[config.mk]
export PLATFORM = sky130hd
export DESIGN_NAME = barrier_sync_table_flat
export DESIGN_NICKNAME = d
export VERILOG_FILES = /design/src/hdl/bst_pkg.sv /design/src/hdl/bst_ifs.sv /design/src/hdl/bst_cell.sv /design/src/hdl/barrier_sync_table.sv /design/src/flat_wrapper.sv
export SDC_FILE = /design/constraint.sdc
export NUM_CORES = 2
export LEC_CHECK = 0
export BUFFER_PORTS_ARGS = -buffer_cell sky130_fd_sc_hd__buf_2
export CAP_MARGIN = 20
export CORE_MARGIN = 8
export CORE_UTILIZATION = 52
export DETAILED_ROUTE_END_ITERATION = 10
export PLACE_DENSITY = 0.68
export SYNTH_ARGS = -nofsm -noshare
export SYNTH_HDL_FRONTEND = slang
export SYNTH_HIERARCHICAL = 1
export SYNTH_SLANG_ARGS = --single-unit
[constraint.sdc]
create_clock -name clk -period 11.7 [get_ports clk]
set_input_delay 0.585 -clock clk [delete_from_list [all_inputs] [get_ports clk]]
set_output_delay 0.585 -clock clk [all_outputs]
set_load 0.005 [all_outputs]
[src/hdl/bst_pkg.sv]
// ---------------------------------------------------------------------------
// bst_pkg: shared types and constants of the barrier table
// Table size, cell chain link, command broadcast and opcode/state codes.
// ---------------------------------------------------------------------------
package bst_pkg;

  localparam int ENTRIES = 16;
  localparam int IDX_W   = (ENTRIES > 1) ? $clog2(ENTRIES) : 1;
  localparam int BIDX_W  = 4;
  localparam int CMP_W   = (IDX_W > BIDX_W) ? IDX_W : BIDX_W;

  localparam logic [15:0]       COUNT_MAX = 16'hFFFF;
  localparam logic [7:0]        REFS_MAX  = 8'hFF;
  localparam logic signed [4:0] IDX_FULL  = 5'sh1F;  // -1: no entry available

  typedef enum logic [1:0] {
    OP_OPEN    = 2'd0,
    OP_ARRIVE  = 2'd1,
    OP_DESTROY = 2'd2
  } op_t;

  typedef enum logic {
    ST_IDLE = 1'b0,
    ST_EXEC = 1'b1
  } st_t;

  // travels cell to cell along the row
  typedef struct packed {
    logic             match_seen;
    logic [IDX_W-1:0] match_idx;
    logic             free_seen;
    logic [IDX_W-1:0] free_idx;
    logic             arr_hit;
    logic [15:0]      arr_count;
    logic             arr_rel;
  } chain_t;

  // broadcast from the controller to every cell
  typedef struct packed {
    logic               commit;
    logic [1:0]         op;
    logic signed [31:0] key;
    logic [15:0]        goal;
    logic [BIDX_W-1:0]  idx;
  } cmd_t;

  function automatic logic signed [4:0] out_index(input logic [IDX_W-1:0] i);
    logic [8:0] w;
    w = 9'(i);
    return w[4:0];
  endfunction

endpackage

[src/hdl/bst_ifs.sv]
// ---------------------------------------------------------------------------
// bst_ifs: valid/ready channels of the barrier table
// Request channel and result channel, each with source and sink views.
// ---------------------------------------------------------------------------
interface bst_in_if;
  logic               valid;
  logic               ready;
  logic [1:0]         opcode;
  logic signed [31:0] barrier_key;
  logic [15:0]        arrival_goal;
  logic [3:0]         barrier_index;

  modport source (output valid, opcode, barrier_key, arrival_goal, barrier_index,
                  input ready);
  modport sink   (input valid, opcode, barrier_key, arrival_goal, barrier_index,
                  output ready);
endinterface

interface bst_out_if;
  logic              valid;
  logic              ready;
  logic signed [4:0] entry_index;
  logic              released;
  logic [15:0]       arrivals_now;

  modport source (output valid, entry_index, released, arrivals_now, input ready);
  modport sink   (input valid, entry_index, released, arrivals_now, output ready);
endinterface

[src/hdl/bst_cell.sv]
// ---------------------------------------------------------------------------
// bst_cell: one barrier entry
// Holds key, goal, count and refs; folds its lookup flags and arrive result
// into the chain word from its left neighbor.
// ---------------------------------------------------------------------------
module bst_cell (
  input  logic                      clk,
  input  logic                      rst_n,
  input  logic [bst_pkg::IDX_W-1:0] cell_idx,
  input  bst_pkg::cmd_t             cmd,
  input  logic                      win_valid,
  input  logic [bst_pkg::IDX_W-1:0] win_idx,
  input  bst_pkg::chain_t           chain_in,
  output bst_pkg::chain_t           chain_out
);
  import bst_pkg::*;

  logic signed [31:0] key_r, key_nxt;
  logic [15:0]        goal_r, goal_nxt;
  logic [15:0]        count_r, count_nxt;
  logic [7:0]         refs_r, refs_nxt;

  logic        alloc, hit, sel, won, rel;
  logic [15:0] cnt_inc;

  assign alloc   = (refs_r != 8'd0);
  assign hit     = alloc && (key_r == cmd.key);
  assign sel     = (CMP_W'(cmd.idx) == CMP_W'(cell_idx));
  assign won     = win_valid && (win_idx == cell_idx);
  assign cnt_inc = (count_r != COUNT_MAX) ? count_r + 16'd1 : count_r;
  assign rel     = (cnt_inc >= goal_r);

  always_comb begin
    chain_out            = chain_in;
    chain_out.match_seen = chain_in.match_seen | hit;
    chain_out.match_idx  = chain_in.match_seen ? chain_in.match_idx : cell_idx;
    chain_out.free_seen  = chain_in.free_seen | !alloc;
    chain_out.free_idx   = chain_in.free_seen ? chain_in.free_idx : cell_idx;
    if (sel) begin
      chain_out.arr_hit   = 1'b1;
      chain_out.arr_count = cnt_inc;
      chain_out.arr_rel   = rel;
    end
  end

  always_comb begin
    key_nxt   = key_r;
    goal_nxt  = goal_r;
    count_nxt = count_r;
    refs_nxt  = refs_r;
    if (cmd.commit) begin
      case (cmd.op)
        OP_OPEN: begin
          if (won) begin
            key_nxt  = cmd.key;
            goal_nxt = cmd.goal;
            if (refs_r != REFS_MAX) refs_nxt = refs_r + 8'd1;
          end
        end
        OP_ARRIVE: begin
          if (sel) count_nxt = rel ? 16'd0 : cnt_inc;
        end
        OP_DESTROY: begin
          if (sel) begin
            refs_nxt  = 8'd0;
            goal_nxt  = 16'd0;
            count_nxt = 16'd0;
          end
        end
        default: ;
      endcase
    end
  end

  always_ff @(posedge clk) begin
    if (!rst_n) begin
      goal_r  <= '0;
      count_r <= '0;
      refs_r  <= '0;
    end else begin
      goal_r  <= goal_nxt;
      count_r <= count_nxt;
      refs_r  <= refs_nxt;
    end
  end

  // key only ever compared while refs is nonzero, so it needs no reset
  always_ff @(posedge clk) begin
    key_r <= key_nxt;
  end

endmodule

[src/hdl/barrier_sync_table.sv]
// ---------------------------------------------------------------------------
// barrier_sync_table: table of counting barriers
// A row of entry cells with a two-state controller and a result register.
//
//   channel | dir | word
//   --------+-----+---------------------------------------------------------
//   in_ch   | in  | opcode, barrier_key, arrival_goal, barrier_index
//   out_ch  | out | entry_index, released, arrivals_now
//
// Each word is latched into the request registers in ST_IDLE; in ST_EXEC the key lookup
// ripples along the cell row and the entry is updated.
// One request in flight; the next is taken while a result waits in the
// output register, and the update stalls until that register is free.
// Synchronous active-low reset frees every entry at once; no clearing pass.
// ---------------------------------------------------------------------------
module barrier_sync_table (
  input logic         clk,
  input logic         rst_n,
  bst_in_if.sink      in_ch,
  bst_out_if.source   out_ch
);
  import bst_pkg::*;

  st_t state_r, state_nxt;

  logic [1:0]         op_r;
  logic signed [31:0] key_r;
  logic [15:0]        goal_r;
  logic [BIDX_W-1:0]  idx_r;

  logic              out_valid_r, out_valid_nxt;
  logic signed [4:0] entry_index_r, entry_index_nxt;
  logic              released_r, released_nxt;
  logic [15:0]       arrivals_r, arrivals_nxt;

  logic             in_acc, commit;
  logic             win_valid;
  logic [IDX_W-1:0] win_idx;
  cmd_t             cmd;
  chain_t           link [ENTRIES+1];

  assign in_acc = in_ch.valid && in_ch.ready;
  assign commit = (state_r == ST_EXEC) && (!out_valid_r || out_ch.ready);

  // next state
  always_comb begin
    state_nxt = state_r;
    case (state_r)
      ST_IDLE: if (in_acc) state_nxt = ST_EXEC;
      ST_EXEC: if (commit) state_nxt = ST_IDLE;
      default: state_nxt = ST_IDLE;
    endcase
  end

  // controller outputs
  always_comb begin
    in_ch.ready = 1'b0;
    case (state_r)
      ST_IDLE: in_ch.ready = 1'b1;
      ST_EXEC: in_ch.ready = 1'b0;
      default: in_ch.ready = 1'b0;
    endcase
  end

  always_ff @(posedge clk) begin
    if (!rst_n) state_r <= ST_IDLE;
    else        state_r <= state_nxt;
  end

  always_ff @(posedge clk) begin
    if (in_acc) begin
      op_r  <= in_ch.opcode;
      key_r <= in_ch.barrier_key;
      goal_r <= in_ch.arrival_goal;
      idx_r <= in_ch.barrier_index;
    end
  end

  always_comb begin
    cmd.commit = commit;
    cmd.op     = op_r;
    cmd.key    = key_r;
    cmd.goal   = goal_r;
    cmd.idx    = idx_r;
  end

  // match beats free; both chosen at the lowest index by the ripple
  assign win_valid = link[ENTRIES].match_seen || link[ENTRIES].free_seen;
  assign win_idx   = link[ENTRIES].match_seen ? link[ENTRIES].match_idx
                                              : link[ENTRIES].free_idx;

  assign link[0] = '0;

  for (genvar g = 0; g < ENTRIES; g++) begin : g_cell
    bst_cell u_cell (
      .clk       (clk),
      .rst_n     (rst_n),
      .cell_idx  (IDX_W'(g)),
      .cmd       (cmd),
      .win_valid (win_valid),
      .win_idx   (win_idx),
      .chain_in  (link[g]),
      .chain_out (link[g+1])
    );
  end

  always_comb begin
    out_valid_nxt   = out_valid_r;
    entry_index_nxt = entry_index_r;
    released_nxt    = released_r;
    arrivals_nxt    = arrivals_r;
    if (out_valid_r && out_ch.ready) out_valid_nxt = 1'b0;
    if (commit) begin
      out_valid_nxt   = 1'b1;
      entry_index_nxt = 5'sd0;
      released_nxt    = 1'b0;
      arrivals_nxt    = 16'd0;
      case (op_r)
        OP_OPEN: entry_index_nxt = win_valid ? out_index(win_idx) : IDX_FULL;
        OP_ARRIVE: begin
          // out-of-range index selects no cell and reports zeros
          if (link[ENTRIES].arr_hit) begin
            released_nxt = link[ENTRIES].arr_rel;
            arrivals_nxt = link[ENTRIES].arr_count;
          end
        end
        default: ;
      endcase
    end
  end

  always_ff @(posedge clk) begin
    if (!rst_n) out_valid_r <= 1'b0;
    else        out_valid_r <= out_valid_nxt;
  end

  always_ff @(posedge clk) begin
    entry_index_r <= entry_index_nxt;
    released_r    <= released_nxt;
    arrivals_r    <= arrivals_nxt;
  end

  assign out_ch.valid        = out_valid_r;
  assign out_ch.entry_index  = entry_index_r;
  assign out_ch.released     = released_r;
  assign out_ch.arrivals_now = arrivals_r;

endmodule

[src/flat_wrapper.sv]
// flat-port wrapper written by rule: the top's interface ports become plain ports
module barrier_sync_table_flat import bst_pkg::*;
  (clk, rst_n, in_ch_valid, in_ch_opcode, in_ch_barrier_key, in_ch_arrival_goal, in_ch_barrier_index, in_ch_ready, out_ch_valid, out_ch_entry_index, out_ch_released, out_ch_arrivals_now, out_ch_ready);
  bst_in_if in_ch_i ();
  bst_out_if out_ch_i ();
  input logic clk;
  input logic rst_n;
  input wire logic [$bits(in_ch_i.valid)-1:0] in_ch_valid;
  input wire logic [$bits(in_ch_i.opcode)-1:0] in_ch_opcode;
  input wire logic [$bits(in_ch_i.barrier_key)-1:0] in_ch_barrier_key;
  input wire logic [$bits(in_ch_i.arrival_goal)-1:0] in_ch_arrival_goal;
  input wire logic [$bits(in_ch_i.barrier_index)-1:0] in_ch_barrier_index;
  output wire logic [$bits(in_ch_i.ready)-1:0] in_ch_ready;
  output wire logic [$bits(out_ch_i.valid)-1:0] out_ch_valid;
  output wire logic [$bits(out_ch_i.entry_index)-1:0] out_ch_entry_index;
  output wire logic [$bits(out_ch_i.released)-1:0] out_ch_released;
  output wire logic [$bits(out_ch_i.arrivals_now)-1:0] out_ch_arrivals_now;
  input wire logic [$bits(out_ch_i.ready)-1:0] out_ch_ready;
  assign in_ch_i.valid = in_ch_valid;
  assign in_ch_i.opcode = in_ch_opcode;
  assign in_ch_i.barrier_key = in_ch_barrier_key;
  assign in_ch_i.arrival_goal = in_ch_arrival_goal;
  assign in_ch_i.barrier_index = in_ch_barrier_index;
  assign in_ch_ready = in_ch_i.ready;
  assign out_ch_valid = out_ch_i.valid;
  assign out_ch_entry_index = out_ch_i.entry_index;
  assign out_ch_released = out_ch_i.released;
  assign out_ch_arrivals_now = out_ch_i.arrivals_now;
  assign out_ch_i.ready = out_ch_ready;
  barrier_sync_table u_core (.clk(clk), .rst_n(rst_n), .in_ch(in_ch_i), .out_ch(out_ch_i));
endmodule
==> metrics.txt <==
# TYPE chip_impl_metric gauge
chip_impl_metric{name="numClockSinks",unit=""} 1230
chip_impl_info{name="criticalPathCategory",value="register to register"} 1
chip_impl_metric{name="design.core.area",unit="um2"} 133000
chip_impl_metric{name="drt-pass1-iter-count",unit=""} 6
chip_impl_metric{name="gp_congestion",unit=""} 0.928
chip_impl_metric{name="final_layout_size_suffix_gt1_share",unit="%"} 13.4
chip_impl_metric{name="timing_worst_slew_pin_value",unit="ns"} 1.08
chip_impl_info{name="setup.worst_path.start_class",value="register"} 1
chip_impl_info{name="cp_slowest_cell",value="and2_2"} 1
chip_impl_metric{name="cap_violations",unit=""} 0
chip_impl_metric{name="timing.critical_path.slowest_cell_delay",unit="ns"} 0.82
chip_impl_metric{name="report.final.slew_viol_count",unit=""} 0
chip_impl_metric{name="grt_usage",unit="%"} 26.5
chip_impl_metric{name="avgViaCountPerCell",unit=""} 5.83
chip_impl_metric{name="dpl_hpwl",unit="um"} 138000
chip_impl_metric{name="report.power.total",unit="mW"} 9.86
chip_impl_metric{name="num-nets-final",unit=""} 7856
chip_impl_metric{name="cts-buffers-inserted",unit=""} 137
chip_impl_metric{name="synth_fa_ha_area_share",unit="%"} 5.45
chip_impl_info{name="status",value="finished clean"} 1
chip_impl_metric{name="ys_async_sr_fraction",unit="%"} 0
chip_impl_metric{name="totalNegativeSetupSlack",unit="ns"} 0
chip_impl_metric{name="postSynthRegisterBits",unit=""} 1230
chip_impl_info{name="main_combinational_cell_family_by_area_after_synthesis",value="simple AND/OR/NAND/NOR gates"} 1
chip_impl_info{name="cts_root_buf",value="clkbuf_16"} 1
chip_impl_metric{name="max-clock-path-buffers",unit=""} 3
chip_impl_metric{name="gr-total-overflow",unit=""} 0
chip_impl_metric{name="yosysTopAreaCellShare",unit="%"} 25.3
chip_impl_metric{name="drc",unit=""} 0
chip_impl_metric{name="synthXorXnorAreaFrac",unit="%"} 9.84
chip_impl_metric{name="report.final.setup_viol",unit=""} 0
chip_impl_metric{name="synth_mux_area_share",unit="%"} 6.90
chip_impl_metric{name="portBuffers",unit=""} 81
chip_impl_metric{name="start_util",unit="%"} 52.3
chip_impl_metric{name="final_cycle_share",unit="%"} 79.6
chip_impl_metric{name="synth_compound_area_share",unit="%"} 11.3
chip_impl_metric{name="rows",unit=""} 134
chip_impl_metric{name="grt_start_max_net_pins",unit=""} 161
chip_impl_metric{name="final.fill_count",unit=""} 11400
chip_impl_metric{name="first_iter_violations",unit=""} 4286
chip_impl_metric{name="final_period_demand_of_the_worst_path",unit="ns"} 9.32
chip_impl_metric{name="pwr_density_cell",unit="nW/um2"} 126
chip_impl_metric{name="seq_area_frac_synth",unit="%"} 43.7
chip_impl_info{name="ys_dominant_reg_cell",value="dfxtp_1"} 1
chip_impl_metric{name="netlist_instances",unit=""} 7082
chip_impl_metric{name="post_synth_and_or_nand_nor_area_fraction",unit="%"} 19.1
chip_impl_metric{name="power_leakage",unit="nW"} 27.3
chip_impl_metric{name="post_route_skew",unit="ns"} 0.0326
chip_impl_metric{name="synth_enable_flop_cells",unit=""} 588
chip_impl_metric{name="clkSlewWorstSetupHoldPaths",unit="ns"} 0.06
chip_impl_metric{name="vias",unit=""} 54700
chip_impl_metric{name="grt_pass1_vias",unit=""} 51600
chip_impl_info{name="grt_setup_unrepaired",value="false"} 1
chip_impl_info{name="cp-end-kind",value="register"} 1
chip_impl_metric{name="timing.slew.headroom",unit="%"} 27.3
chip_impl_metric{name="synth_area",unit="um2"} 69800
chip_impl_metric{name="grt_pass1_wl",unit="um"} 304000
chip_impl_metric{name="chipWidth",unit="um"} 382
chip_impl_metric{name="yosysWarningCount",unit=""} 6
chip_impl_info{name="netlist.top_cell.by_area",value="edfxtp_1"} 1
chip_impl_info{name="timing.hold.worst.class",value="input port to register"} 1
chip_impl_metric{name="post_synth_num_cell_types",unit=""} 62
chip_impl_metric{name="syn_avg_cell_area",unit="um2"} 9.85
chip_impl_metric{name="htree_num_levels",unit=""} 4
chip_impl_metric{name="vdd.ir_drop.worst",unit="V"} 0.000108
chip_impl_metric{name="critical_path_required",unit="ns"} 12.33
chip_impl_info{name="cpMostUsedCell",value="a41o_1"} 1
chip_impl_metric{name="timing.critical_path.fanout_max",unit=""} 33
chip_impl_metric{name="timing.final.hold_violations",unit=""} 0
chip_impl_metric{name="grt_antenna_before_repair",unit=""} 6
chip_impl_metric{name="critPathArrivalTime",unit="ns"} 9.94
chip_impl_metric{name="timing.fmax",unit="MHz"} 107
chip_impl_info{name="cells_taking_the_most_area_after_synthesis",value="edfxtp_1 (25%), dfxtp_1 (18%), mux2_2 (6.4%)"} 1
chip_impl_info{name="clock_tree_from_tritoncts",value="done"} 1
chip_impl_metric{name="antenna_left",unit=""} 0
chip_impl_metric{name="io_pins",unit=""} 82
chip_impl_metric{name="detail_route.wl_per_cell",unit="um"} 21.5
chip_impl_metric{name="design.die.area",unit="um2"} 146000
chip_impl_metric{name="drt-total-wl",unit="um"} 202000
chip_impl_metric{name="clock_latency",unit="ns"} 0.77
chip_impl_metric{name="syn_to_final_growth",unit="%"} 12.0
chip_impl_metric{name="post-route-util",unit="%"} 58.6
chip_impl_metric{name="die_height",unit="um"} 382
layer usage:
metal / vias up / global-route usage (%) / share of wire [%]
met5: - / 0 / 0.013
met4: 4 / 12.1 / 4.9
met3: 436 / 4.55 / 6.8
met2: 1810 / 43.8 / 47
met1: 26400 / 33.8 / 42
li1: 26100 / - / -
synthesized netlist by cell type, drive strengths merged, types with 20 or more instances:
cell,n
mux2i,32
or4b,32
nand4,176
clkbuf,176
nand2,668
nor2b,37
dfxtp,642
buf,94
mux2,399
nor3b,20
a21oi,229
nor2,534
nand3,491
and3,48
nand2b,49
o21a,64
a31oi,96
inv,353
nor4,144
and2,50
and4,53
a21boi,273
or2,98
edfxtp,588
nor3,116
xor2,496
or4,32
o21ai,96
a22oi,192
ha,304
xnor2,288
report_power, final:
group          switching (mW)  leakage [nW]  total [mW]  internal (mW)
Sequential             0.0172          10.5        4.56           4.54
Combinational           0.626          14.6       0.965          0.339
Clock                    1.79          2.18        4.34           2.55
repair_timing:
item / 4_1_cts / 5_1_grt
setup buffers: 0 / 0
gates resized for setup: 0 / 0
endpoints found under the hold margin: 40 / 0
hold buffers: 40 / 0
metrics by stage:
| step | std cells | hold slack (ns) | area [um2] | setup WS (ns) |
|---|---|---|---|---|
| 6_report | 9373 | 0.0504 | 78100 | 2.38 |
| 5_1_grt | 9369 | 0.0158 | 78100 | 1.85 |
| 4_1_cts | 9365 | 0.00136 | 78100 | 2.14 |
| 3_5_place_dp | 9079 | 0.451 | 73200 | 2.16 |
| 3_3_place_gp | 9076 | 0.440 | 73200 | 2.42 |
| 2_1_floorplan | 7372 | 0.432 | 70800 | 3.01 |
logic make-up after synthesis:
logic type | after synthesis
xor+xnor | 784
compound gates | 1111
simple gates | 2597
other cells | 2
buf+inv | 623
flops | 1230
fa+ha+maj | 304
mux | 431
registers in the layout (all words and copies together) (netlist names):
name	cells
u_core/g_cell.u_cell/key_r	512
u_core/g_cell.u_cell/count_r	256
u_core/g_cell.u_cell/goal_r	256
u_core/g_cell.u_cell/refs_r	128
u_core/key_r	32
u_core/goal_r	16
u_core/out_ch.arrivals_now	16
u_core/out_ch.entry_index	5
u_core/idx_r	4
u_core/op_r	2
u_core/out_ch.released	1
u_core/out_ch.valid	1
u_core/state_r	1
worst max-delay path: cells and delay by family, from the launching register on:
| family | cells | cell delay, ns |
|---|---|---|
| AOI/OAI and AO/OA | 18 | 5.15 |
| and+or+nand+nor | 6 | 2.39 |
| muxes | 1 | 0.69 |
| DFF | 1 | 0.34 |
| buffers and inverters | 2 | 0.32 |
| adders and majority gates | 1 | 0.14 |
| xor gates and xnor gates | 1 | 0.13 |
layout by cell type (no fill, tap or decap), types with 37 or more instances in the layout:
cell type / n
a21oi_1: 213
buf_2: 81
o21ai_0: 96
edfxtp_1: 588
clkbuf_16: 145
ha_1: 304
nand2b_1: 49
inv_1: 353
o21a_1: 53
dfxtp_1: 642
nor3_1: 116
nand4_1: 176
a22oi_1: 192
xnor2_1: 288
conb_1: 292
mux2_2: 399
buf_4: 130
clkbuf_1: 37
a21boi_0: 273
nor2_1: 534
xor2_1: 496
a31oi_1: 96
nor4_1: 128
dlygate4sd3_1: 40
and3_1: 37
nand3_1: 475
and4_1: 53
nand2_1: 668
or2_2: 65
final cells by class:
cell class,count,area [um2],area share [%]
Tap cell,1768,2210,2.83
Multi-Input combinational cell,5519,37800,48.3
Timing Repair Buffer,253,1820,2.32
Sequential cell,1230,30500,39.1
Clock buffer,191,3890,4.98
Clock inverter,55,599,0.767
Inverter,353,1330,1.70
Antenna cell,4,10.0,0.0128
worst paths after layout:
path,start,endpoint,slack (ns),depth (start not counted)
max,u_core/g_cell[0].u_cell/refs_r[0],u_core/g_cell[15].u_cell/goal_r[9],2.38,29
min,in_ch_barrier_key[20],u_core/key_r[20],0.05,1
max reg2reg,u_core/g_cell[0].u_cell/refs_r[0],u_core/g_cell[15].u_cell/goal_r[9],2.38,29
min reg2reg,u_core/g_cell[14].u_cell/goal_r[9],u_core/g_cell[14].u_cell/goal_r[9],0.46,2
(Power assumes the default switching activity.)
